$ cat config.mk
export PLATFORM = sky130hd
export DESIGN_NAME = hlc_out_reg
export DESIGN_NICKNAME = d
export VERILOG_FILES = /design/src/design/hashed_lru_cache_macros.svh /design/src/design/hlc_pkg.sv /design/src/design/hlc_out_reg.sv
export SDC_FILE = /design/constraint.sdc
export NUM_CORES = 1
export LEC_CHECK = 0
export ABC_AREA = 1
export BUFFER_PORTS_ARGS = -buffer_cell sky130_fd_sc_hd__buf_4
export CORE_MARGIN = 2
export CORE_UTILIZATION = 36
export CTS_CLUSTER_DIAMETER = 80
export CTS_CLUSTER_SIZE = 40
export DETAILED_ROUTE_END_ITERATION = 10
export GPL_ROUTABILITY_DRIVEN = 0
export PLACE_DENSITY = 0.74
export SYNTH_ARGS = -nofsm -noshare
export SYNTH_HDL_FRONTEND = slang
export SYNTH_SLANG_ARGS = --single-unit
export TNS_END_PERCENT = 20
$ cat constraint.sdc
create_clock -name clk -period 0.8 [get_ports clk]
set_clock_uncertainty 0.2 [all_clocks]
set_input_delay 0.04 -clock clk [delete_from_list [all_inputs] [get_ports clk]]
set_output_delay 0.04 -clock clk [all_outputs]
set_load 0.01 [all_outputs]
$ cat src/design/hashed_lru_cache_macros.svh
// Assertion macros for the hashed LRU cache.
// Used by files that carry concurrent checks; expects clk and rst in scope.
`ifndef HASHED_LRU_CACHE_MACROS_SVH
`define HASHED_LRU_CACHE_MACROS_SVH

// Invariant checked at every clock edge outside reset.
`define HLC_ASSERT_ALWAYS(lbl, expr, msg) \
  lbl: assert property (@(posedge clk) disable iff (rst) (expr)) else $error(msg);

// Same-cycle implication.
`define HLC_ASSERT_IMP(lbl, ante, cons, msg) \
  lbl: assert property (@(posedge clk) disable iff (rst) (ante) |-> (cons)) \
    else $error(msg);

`endif

$ cat src/design/hlc_pkg.sv
// Shared types, codes and helpers for the hashed LRU cache.
// No dependencies.
`timescale 1ns / 1ps
package hlc_pkg;

  localparam int DEF_ENTRIES = 64;
  localparam logic [7:0] BYTE_MASK = 8'hFF;

  localparam logic CMD_INSERT = 1'b0;
  localparam logic CMD_LOOKUP = 1'b1;

  localparam logic [1:0] STAT_OK       = 2'd0;
  localparam logic [1:0] STAT_NOTFOUND = 2'd1;
  localparam logic [1:0] STAT_LENGTH   = 2'd2;

  typedef enum logic [4:0] {
    S_CLEAR, S_IDLE, S_HASH, S_HEAD, S_HEADW, S_WALK, S_CMP, S_DISP,
    S_EKEY, S_EKEYW, S_EUNCH, S_URD, S_UWR, S_SETKEY, S_LINK,
    S_VRD, S_VWR, S_P1, S_P2, S_DONE
  } state_t;

  typedef enum logic [1:0] {
    PH_LOOK, PH_INS1, PH_EVICT, PH_INS2
  } phase_t;

  typedef struct packed {
    logic [1:0]  status;
    logic [63:0] read_data;
    logic        evicted;
  } hlc_res_t;

  function automatic logic [63:0] byte_mask(input logic [3:0] n);
    logic [63:0] m;
    m = '0;
    for (int i = 0; i < 8; i++) begin
      if (4'(i) < n) m[8*i +: 8] = BYTE_MASK;
    end
    return m;
  endfunction

endpackage

$ cat src/design/hlc_out_reg.sv
// Result holding register for the hashed LRU cache.
// Depends on hlc_pkg for the result struct.
`timescale 1ns / 1ps
module hlc_out_reg (
  input  logic              clk,
  input  logic              rst,
  input  logic              load,
  input  hlc_pkg::hlc_res_t res_in,
  input  logic              out_stall,
  output logic              out_valid,
  output hlc_pkg::hlc_res_t res_q,
  output logic              free
);
  import hlc_pkg::*;

  always_ff @(posedge clk) begin
    if (rst) begin
      out_valid <= 1'b0;
    end else if (load) begin
      out_valid <= 1'b1;
    end else if (!out_stall) begin
      out_valid <= 1'b0;
    end
  end

  always_ff @(posedge clk) begin
    if (load) res_q <= res_in;
  end

  assign free = !out_valid || !out_stall;

endmodule

# [Word level (Yosys, flattened, before mapping)]
# Cells that the tools add are included.
[classes] n_eq_ne=1 reduce_logical=3 muxes=2
[ops] cell="$logic_not A1 Y1" count=2
[ops] cell="$mux W1" count=2
[ops] cell="$ne A2 B2 Y1 const B" count=1
[ops] cell="$logic_or A1 B1 Y1" count=1
[word_totals] word_cells=10 in_bits=71 reg_bits=68 output_inout_bits=69

# [Longest topological paths before layout]
# Gate-level depths: netlist of run 1.
[logic_depth] word_depth=2 ltp_mapped=2

# [Least setup slack after synthesis of run 1]
# No wires, ideal clock.
[synth_timing] path_type="register to register" from="register out_valid (netlist name)" to="register out_valid" stages_incl_launch_ff=3 path_slack_ns=-0.036 period_less_slack_ns=0.836 arrival_ns=0.570 setup_ns=0.066 path_buffers=0 cell_sequence="dfxtp_1 > nand2_2 > a21oi_2"
[synth_lines] item="end signal, assigned" line="hlc_out_reg.sv:18" source="out_valid <= 1'b0;"
[synth_lines] item="end signal, assigned" line="hlc_out_reg.sv:20" source="out_valid <= 1'b1;"
[synth_lines] item="end signal, assigned" line="hlc_out_reg.sv:22" source="out_valid <= 1'b0;"
[synth_lines] item="end, declared" line="hlc_out_reg.sv:10" source="output logic out_valid,"

# [Worst setup path after layout of run 1]
[layout_timing] from="register res_q[33] (netlist bit)" to="output res_q[33] (netlist bit)"
[layout_lines] item="start, declared" line="hlc_out_reg.sv:11" source="output hlc_pkg::hlc_res_t res_q,"
[layout_lines] item="start signal, assigned" line="hlc_out_reg.sv:27" source="if (load) res_q <= res_in;"
# No word-level cell between the ends.

==> results of run 1 <==
==> final timing paths <==
kind	to	slack [ns]	depth (start not counted)
min reg2reg	out_valid$_SDFFE_PP0P_	0.39	3
max	res_q[33]	-0.33	1
min	res_q[65]$_DFFE_PP_	-0.24	1
max reg2reg	out_valid$_SDFFE_PP0P_	-0.11	3
==> final cells by class <==
cell class	instances	area share
Timing Repair Buffer	211	0.459
Multi-Input combinational cell	2	0.00342
Clock inverter	5	0.0228
Inverter	1	0.000855
Sequential cell	68	0.463
Clock buffer	11	0.0299
Tap cell	72	0.0205
==> kinds of logic (layout without fill, tap and decap cells) <==
| family | count (synthesis) | in the layout | share of synthesized area |
|---|---|---|---|
| buffers and inverters | 1 | 228 | 0.00183 |
| DFF | 68 | 68 | 0.991 |
| AOI/OAI and AO/OA | 1 | 1 | 0.00427 |
| and+or+nand+nor | 1 | 1 | 0.00305 |
==> repair_timing <==
action / in CTS / in global routing
hold endpoints to repair: 135 / 95
pin swaps: 0 / 1
setup buffers: 0 / 1
gates resized for setup: 33 / 50
hold buffers: 65 / 3
endpoints found under the setup margin: 69 / 99
==> routing by layer <==
layer / vias to the layer above / track usage / wire [um]
li1: 728 / - / -
met1: 725 / 0.164 / 1740
met2: 88 / 0.312 / 3060
met5: - / 0 / 0
met4: 0 / 0.0828 / 102
met3: 12 / 0.0848 / 559
==> metrics by stage <==
stage	setup slack [ns]	utilization	area [um^2]	instances	total power, mW
2_1_floorplan	0.00898	-	2050	71	4.54
3_3_place_gp	-0.0884	0.587	3230	285	5.29
3_5_place_dp	-0.101	0.587	3230	285	5.31
4_1_cts	-0.338	0.770	4240	366	8.89
5_1_grt	-0.378	0.797	4390	370	9.27
6_report	-0.332	0.797	4390	370	8.93
==> cell usage in the layout, fill, tap and decap left out, types with 2 or more instances in the layout <==
cell type	count
edfxtp_1	67
dlymetal6s4s_1	21
buf_4	95
clkbuf_1	2
clkinv_2	2
buf_12	2
bufinv_16	3
dlygate4sd3_1	39
clkbuf_8	9
buf_6	54
==> registers in the layout, indices dropped and copies added, names as in the netlist <==
signal	flops
out_valid	1
res_q	67
==> where the power goes <==
part | internal [mW] | total, mW | switching [mW] | leakage, nW
logic | 0.913 | 1.34 | 0.430 | 1.25
clock network | 2.06 | 3.24 | 1.18 | 0.117
registers | 4.23 | 4.35 | 0.120 | 0.664
total | 7.21 | 8.93 | 1.73 | 2.03
==> results.md, run 1 <==
* CTS Sinks at about 70
* Worst path bufs/invs at 1
* Pwr/cell area at between 2000 and 2500 nW/um^2
* Final HPWL DP at between 3000 and 4000 um
* Setup violators final at approximately 110
* CP max FO at 1
* Worst-path clk slew at ~0.070 ns
* Peak VDD IR at between 1.5 and 2 mV
* Type of origin of the critical path: flip-flop
* Via density at 4.20
* Largest net degree at the start of global routing at 32
* Hold Crit Class: in2reg
* Crit Path Class: reg2out
* Yosys Warn Count at 0
* Async set-or-reset flop fraction in the synthesized netlist at 0
* CP max-delay cell: edfxtp_1
* Mean post-synth cell area at 28.9 um^2
* Clock root buffer: clkbuf_8
* Mapped Cells at between 70 and 80
* Sequential area share after synthesis at 0.991
* Failing checks: negative hold slack, negative setup slack
* R2R Path Start: out_valid$_SDFFE_PP0P_
* Hold Violations, Final at 70
* Post-Route WL at about 5500 um
* Port-buffer cells at ~140
* Final worst slack at -0.332 ns
* Via count at ~1.6k
* Most instantiated library cell after synthesis: edfxtp_1
* Worst setup startpoint: res_q[33]$_DFFE_PP_
* Synthesis-to-layout area growth at 114%
* Post-route DRC violation count at 0
* Hold path startpoint: load
* Setup crit end kind: output pin
* Yosys top cell area share at 0.981
* Die area at roughly 6300 um^2
* CTS Buf Count at 9
* CP Cell Sequence: buf_6
* Critical path data arrival time at between 0.8 and 0.9 ns
* Area of the multi-input gates at about 15 um^2
* Synthesized cell area at around 2100 um^2
* All-Layer GR Usage at 0.174
* First-pass GRT wire length at about 7700 um
* Synthesized Nets at approximately 140
* Core ar. at 5510 um^2
* WP data required at between 0.5 and 0.6 ns
* Io pins at between 100 and 150
* Worst path top cell family by delay: flip-flops
* Worst Tran Pin Value at between 0.15 and 0.2 ns
* Period utilisation layout at 1.42
* Die width at a little under 80 um
* Diodes inserted at 0
* Layout Nets at 364
* Worst Hold Slack at -0.236 ns
* Cell accounting for the most synthesized area: edfxtp_1
* Starting Density at 0.372
* Clk buf depth at 2
* Max Slew Vio Count at 0
* GR Overflow Total at 0
* Number of global-route vias before repair at between 1.5k and 2k
* Fillers at just over 300
* Max-cap violations at 0
* Number of synthesized register bits at between 60 and 70
* Layout cell share with drive strength beyond 1 at 0.564
* Drt initial violations at 29
* Most used DFF post-synth: edfxtp_1
* CTS tree: built
* FF/Latch Area at around 2000 um^2
* Fmax at slightly below 900 MHz
* Floorplan row count at 27
* Static leakage at about 2 nW
* Crit path time final at about 1.1 ns
* Top cells by area, synth: edfxtp_1, dfxtp_1, a21oi_2, nand2_2, inv_1
* H-tree Lvls at 3
* Die Span Y at roughly 79 um
* EDFF count, synth at between 60 and 70
* Detailed Routing Iterations Pass 1 at 4
* Setup_tns at -20.43 ns
* Antenna violations before repair at 0
* Synth cell count leaders: edfxtp_1, a21oi_2, dfxtp_1, inv_1, nand2_2
* Clock Latency Late Sink at 0.32 ns
* Post-DRT Antenna Nets at 0
* Worst path max stage delay at about 0.42 ns
* Post-synth cell types at 5
* Slew headroom at 0.888
* RSZ-0062 raised after global routing: true
* DR WL/cell at between 10 and 15 um
* Status: complete, but fails checks
Note: power is estimated with default switching activity, not from simulation.
==> run 2: changes to the inputs <==
Settings changed: SETUP_SLACK_MARGIN set to 0.3.
==> run 2 against run 1 <==
  * Final area is 16% lower
  * Register-to-register slack got worse by 0.11 ns
  * Critical path depth unchanged
  * Power is 11% lower
  * The flow still finishes with violations (negative hold slack, negative setup slack)
  * Die area unchanged
  * Utilization decreased by 13 points
  * Global-route usage is 3.4 points lower
==> results.md, run 2 (synthesis results as in run 1) <==
* DP Worst Slack at -0.0961 ns
* Peak VDD IR at between 1 and 1.5 mV
* Setup_tns at -19.36 ns
* FF/Latch Area at just over 2000 um^2
* Leading cell types in the layout, fill and taps excluded: buf_4, edfxtp_1, buf_6
* Max-cap violations at 0
* GR Overflow Total at 0
* Die Span Y at ~79 um
* Clock Latency Late Sink at ~0.32 ns
* Diodes inserted at 0
* Top Registers: res_q: 67 flops, out_valid: 1 flops
* Clock root buffer: clkbuf_8
* Type of origin of the critical path: flip-flop
* Layout Nets at approximately 300
* Crit path time final at 1.10 ns
* Io pins at 140
* Static leakage at about 1.6 nW
* WL met3 at 535 um
* Worst path top cell family by delay: flip-flops
* Cells after DPL at about 290
* Worst path bufs/invs at 1
* Worst path max stage delay at 0.39 ns
* WP data required at 0.56 ns
* All-Layer GR Usage at 0.140
* Final Util at 0.667
* RSZ-0062 raised after global routing: true
* Worst-path clk slew at ~0.07 ns
* Largest net degree at the start of global routing at 32
* Design area at around 3700 um^2
* Final non-filler cell total at slightly above 300
* Setup violators final at 70
* DR WL/cell at approximately 14 um
* Crit Path Class: reg2out
* Layout cell share with drive strength beyond 1 at 0.697
* Critical path data arrival time at between 0.8 and 0.9 ns
* Die width at a little under 80 um
* Synthesis-to-layout area growth at 79.1%
* Floorplan row count at 27
* Leading cell type in the layout, fill and taps excluded: buf_4
* R2R Path Start: out_valid$_SDFFE_PP0P_
* CTS Sinks at between 60 and 70
* Drt initial violations at 51
* CP Cell Sequence: buf_6
* Antenna violations before repair at 0
* Via count at about 1.3k
* Fillers at 391
* Status: complete, but fails checks
* CP max-delay cell: edfxtp_1
* Final HPWL DP at approximately 3200 um
* Max reg flops at 67
* H-tree Lvls at 3
* Period utilisation layout at 1.37
* Number of global-route vias before repair at between 1k and 1.5k
* Hold path startpoint: rst
* Post-DRT Antenna Nets at 0
* Slew headroom at 0.897
* Worst Hold Slack at -0.343 ns
* Total power at approximately 7.9 mW
* Met2 Routed Length at roughly 2200 um
* Worst Tran Pin Value at approximately 0.15 ns
* Port-buffer cells at 139
* Biggest register: res_q
* Max Slew Vio Count at 0
* Post-route DRC violation count at 0
* Hold Crit Class: in2reg
* Fmax at about 910 MHz
* Setup crit end kind: output pin
* Failing checks: negative hold slack, negative setup slack
* Post-Route WL at roughly 4300 um
* Max layer used: met4
* Clk buf depth at 2
* CP max FO at 1
* Starting Density at 0.372
* CTS Buf Count at 9
* Pwr/cell area at between 2000 and 2500 nW/um^2
* Via density at between 4 and 5
* Placed Area at ~3200 um^2
* Hold Violations, Final at approximately 140
* First-pass GRT wire length at between 6000 and 7000 um
* Core ar. at ~5500 um^2
* Final worst slack at -0.297 ns
* Area of the multi-input gates at around 15 um^2
* WL met1 at 1460 um
* CTS tree: built
* Die area at ~6300 um^2
* Worst setup startpoint: res_q[19]$_DFFE_PP_
* Detailed Routing Iterations Pass 1 at 4
==> run 2: changes by cell type in the layout (fill, tap and decap cells not counted) <==
| cell | previous run | this run |
|---|---|---|
| bufinv_16 | 3 | 0 |
| clkbuf_8 | 9 | 12 |
| dlymetal6s4s_1 | 21 | 0 |
| dlygate4sd3_1 | 39 | 0 |
| buf_16 | 0 | 1 |
| buf_6 | 54 | 59 |
| buf_4 | 95 | 82 |
==> run 2: timing repair <==
item                                    CTS  global route
endpoints found under the setup margin  128            75
setup buffers                             1             1
endpoints found under the hold margin   135           135
pin swaps                                 1             1
resized for setup                        33            30
==> run 2: routing by layer <==
metal / up-vias / global-route usage
met1: 565 / 0.151
li1: 595 / -
met3: 11 / 0.0724
met2: 86 / 0.214
met5: - / 0
met4: 0 / 0.0948
==> run 2: cell type report <==
class / count / share of cell area
clock buffer: 14 / 0.0470
inverter: 1 / 0.00102
sequential: 68 / 0.554
clock inverter: 2 / 0.00273
tap: 72 / 0.0245
multi-input combinational: 2 / 0.00409
timing repair buffer: 144 / 0.367
==> run 2: worst paths after layout <==
check	to	slack, ns	cells past startpoint
max	res_q[19]	-0.30	1
min	out_valid$_SDFFE_PP0P_	-0.34	2
max reg2reg	out_valid$_SDFFE_PP0P_	-0.22	4
min reg2reg	out_valid$_SDFFE_PP0P_	0.47	4
==> run 2: where the power goes <==
group	leakage (nW)	internal (mW)	total (mW)	switching [mW]
Clock	0.0965	1.37	2.50	1.13
Combinational	0.791	0.705	1.07	0.369
Sequential	0.664	4.23	4.35	0.115
==> run 3: changes to the inputs <==
Settings changed: BUFFER_PORTS_ARGS -buffer_cell sky130_fd_sc_hd__buf_4 to -buffer_cell sky130_fd_sc_hd__buf_2.
==> run 3 against run 2 <==
  * The flow still finishes with violations (negative hold slack, negative setup slack)
  * Register-to-register slack improved by 0.27 ns
  * Final cell count fell by 0.99%
  * Via count fell by 2.4%
  * Maximum frequency rose by 0.73%
  * Final area fell by 17%
  * Power fell by 9.6%
  * Count of clock-buffer cells in the layout fell by 2
  * Combinational power fell by 35%
  * Die area did not move
  * Worst setup slack improved by 0.0079 ns
  * Global-route usage fell by 0.94 points
  * Utilization fell by 11 points
==> results.md, run 3 (synthesis results as in run 1) <==
* Status: complete, but fails checks
* Failing checks: negative hold slack, negative setup slack
* GR Overflow Total at 0
* Floorplan row count at 27
* Top Registers: res_q: 67 flops, out_valid: 1 flops
* Pwr/cell area at 2350 nW/um^2
* Met1 GRT Util at 0.145
* Largest net degree at the start of global routing at 39
* Hold Crit Class: in2reg
* Max Slew Vio Count at 0
* Worst path top cell family by delay: flip-flops
* Worst Tran Pin Value at ~0.18 ns
* Layout cell share with drive strength beyond 1 at 0.675
* GRT busiest layer: met2
* FF/Latch Area at about 2000 um^2
* Io pins at 140
* Starting Density at 0.372
* Hold Violations, Final at roughly 140
* CP max-delay cell: edfxtp_1
* Synthesis-to-layout area growth at 48.9%
* Reg power frac at 0.598
* Setup violators final at 69
* Die width at between 70 and 80 um
* Die Span Y at 79.5 um
* Clk buf depth at 2
* Leading cell types in the layout, fill and taps excluded: buf_2, edfxtp_1, clkbuf_8
* Diodes inserted at 0
* WP data required at 0.56 ns
* Final Util at 0.554
* Reg-to-reg slack, setup at 0.05 ns
* H-tree Lvls at 3
* Area of the multi-input gates at 15.0 um^2
* Hold path startpoint: rst
* Core ar. at roughly 5500 um^2
* Crit Path Class: reg2out
* Worst Hold Slack at -0.340 ns
* CTS Sinks at 68
* Antenna violations before repair at 0
* First-pass GRT wire length at approximately 5800 um
* Setup crit end kind: output pin
* Detailed Routing Iterations Pass 1 at 4
* Fmax at 918 MHz
* R2R Path Start: out_valid$_SDFFE_PP0P_
* Biggest register: res_q
* Clock root buffer: clkbuf_8
* Clock network power share at 0.305
* Post-DRT Antenna Nets at 0
* Period utilisation layout at 1.36
* R2r endpoint: out_valid$_SDFFE_PP0P_
* Via count at 1,227
* Via density at about 4.1
* Die area at between 6000 and 7000 um^2
* Critical path data arrival time at ~0.85 ns
* Port-buffer cells at around 140
* Drt initial violations at 17
* Number of global-route vias before repair at 1,190
* CP Cell Sequence: buf_2
* Worst-path clk slew at 0.07 ns
* Total power at 7.16 mW
* Post-Route WL at ~4000 um
* Worst path max stage delay at between 0.3 and 0.4 ns
* GRT met3 Usage at 0.0611
* Post-route DRC violation count at 0
* Static leakage at around 1.3 nW
* Final worst slack at -0.289 ns
* Sw Ratio at 0.212
* Slew headroom at 0.879
* Setup Fix Bufs, Post-CTS at 0
* Hold Path Depth at 2
* Worst path bufs/invs at 1
* Fillers at approximately 450
* Crit path time final at 1.09 ns
* RSZ-0062 raised after global routing: true
* Net Sw Power at around 1.5 mW
* CP max FO at 1
* Type of origin of the critical path: flip-flop
* Hold EP: out_valid$_SDFFE_PP0P_
* CTS Buf Count at 9
* DR WL/cell at between 10 and 15 um
* Peak VDD IR at about 1.1 mV
* Max-cap violations at 0
* Max reg flops at between 60 and 70
* All-Layer GR Usage at 0.131
* Met2 global-route usage at 0.200
* Leading cell type in the layout, fill and taps excluded: buf_2
* Layout Nets at around 290
* Clock Latency Late Sink at between 0.3 and 0.4 ns
* Reg2reg path depth at 2
* Combinational cell fraction of total power at 0.097
* P_int at around 5.6 mW
* CTS tree: built
## run 3: layer usage
metal,share of wire,vias up
met5,0,-
met4,0.019,0
met3,0.12,8
met2,0.47,87
met1,0.39,544
li1,-,588
## run 3: timing repair
action / CTS / global route
hold endpoints to repair: 135 / 135
gates cloned: 0 / 0
gates resized for setup: 5 / 0
pin swaps: 0 / 0
endpoints found under the setup margin: 137 / 108
## run 3: worst max-delay path by stage
stage                                 startpoint                      to  cells after the start
after floorplan           out_valid$_SDFFE_PP0P_  out_valid$_SDFFE_PP0P_                      2
after detailed placement                    load     res_q[21]$_DFFE_PP_                      2
after CTS                     res_q[4]$_DFFE_PP_                res_q[4]                      1
final                        res_q[19]$_DFFE_PP_               res_q[19]                      1
after global placement                      load     res_q[21]$_DFFE_PP_                      2
after global routing         res_q[63]$_DFFE_PP_               res_q[63]                      1
## run 3: cell type report
class,instances,share of cell area
well taps,72,0.0295
clock buffers,12,0.0443
inverters,1,0.00123
multi-input cells,2,0.00492
flip-flops and latches,68,0.666
repair buffers,141,0.249
clock inverters,4,0.00533
## run 3: power by group through the flow
stage / clock network (mW) / registers, mW / logic, mW
floorplan: 0 / 4.53 / 0.00726
global placement: 0 / 4.35 / 0.681
detailed placement: 0 / 4.36 / 0.692
CTS: 2.28 / 4.29 / 0.706
global route: 2.43 / 4.31 / 0.751
finish: 2.19 / 4.28 / 0.693
## run 3: per-stage QoR
| stage | setup TNS (ns) | setup WS [ns] | cells | instance area [um^2] |
|---|---|---|---|---|
| after floorplan | 0 | 0.00898 | 71 | 2050 |
| after global placement | -7.45 | -0.128 | 284 | 2880 |
| after detailed placement | -8.01 | -0.134 | 284 | 2880 |
| after CTS | -19.74 | -0.318 | 300 | 3050 |
| after global routing | -21.50 | -0.341 | 300 | 3050 |
| final | -18.20 | -0.289 | 300 | 3050 |
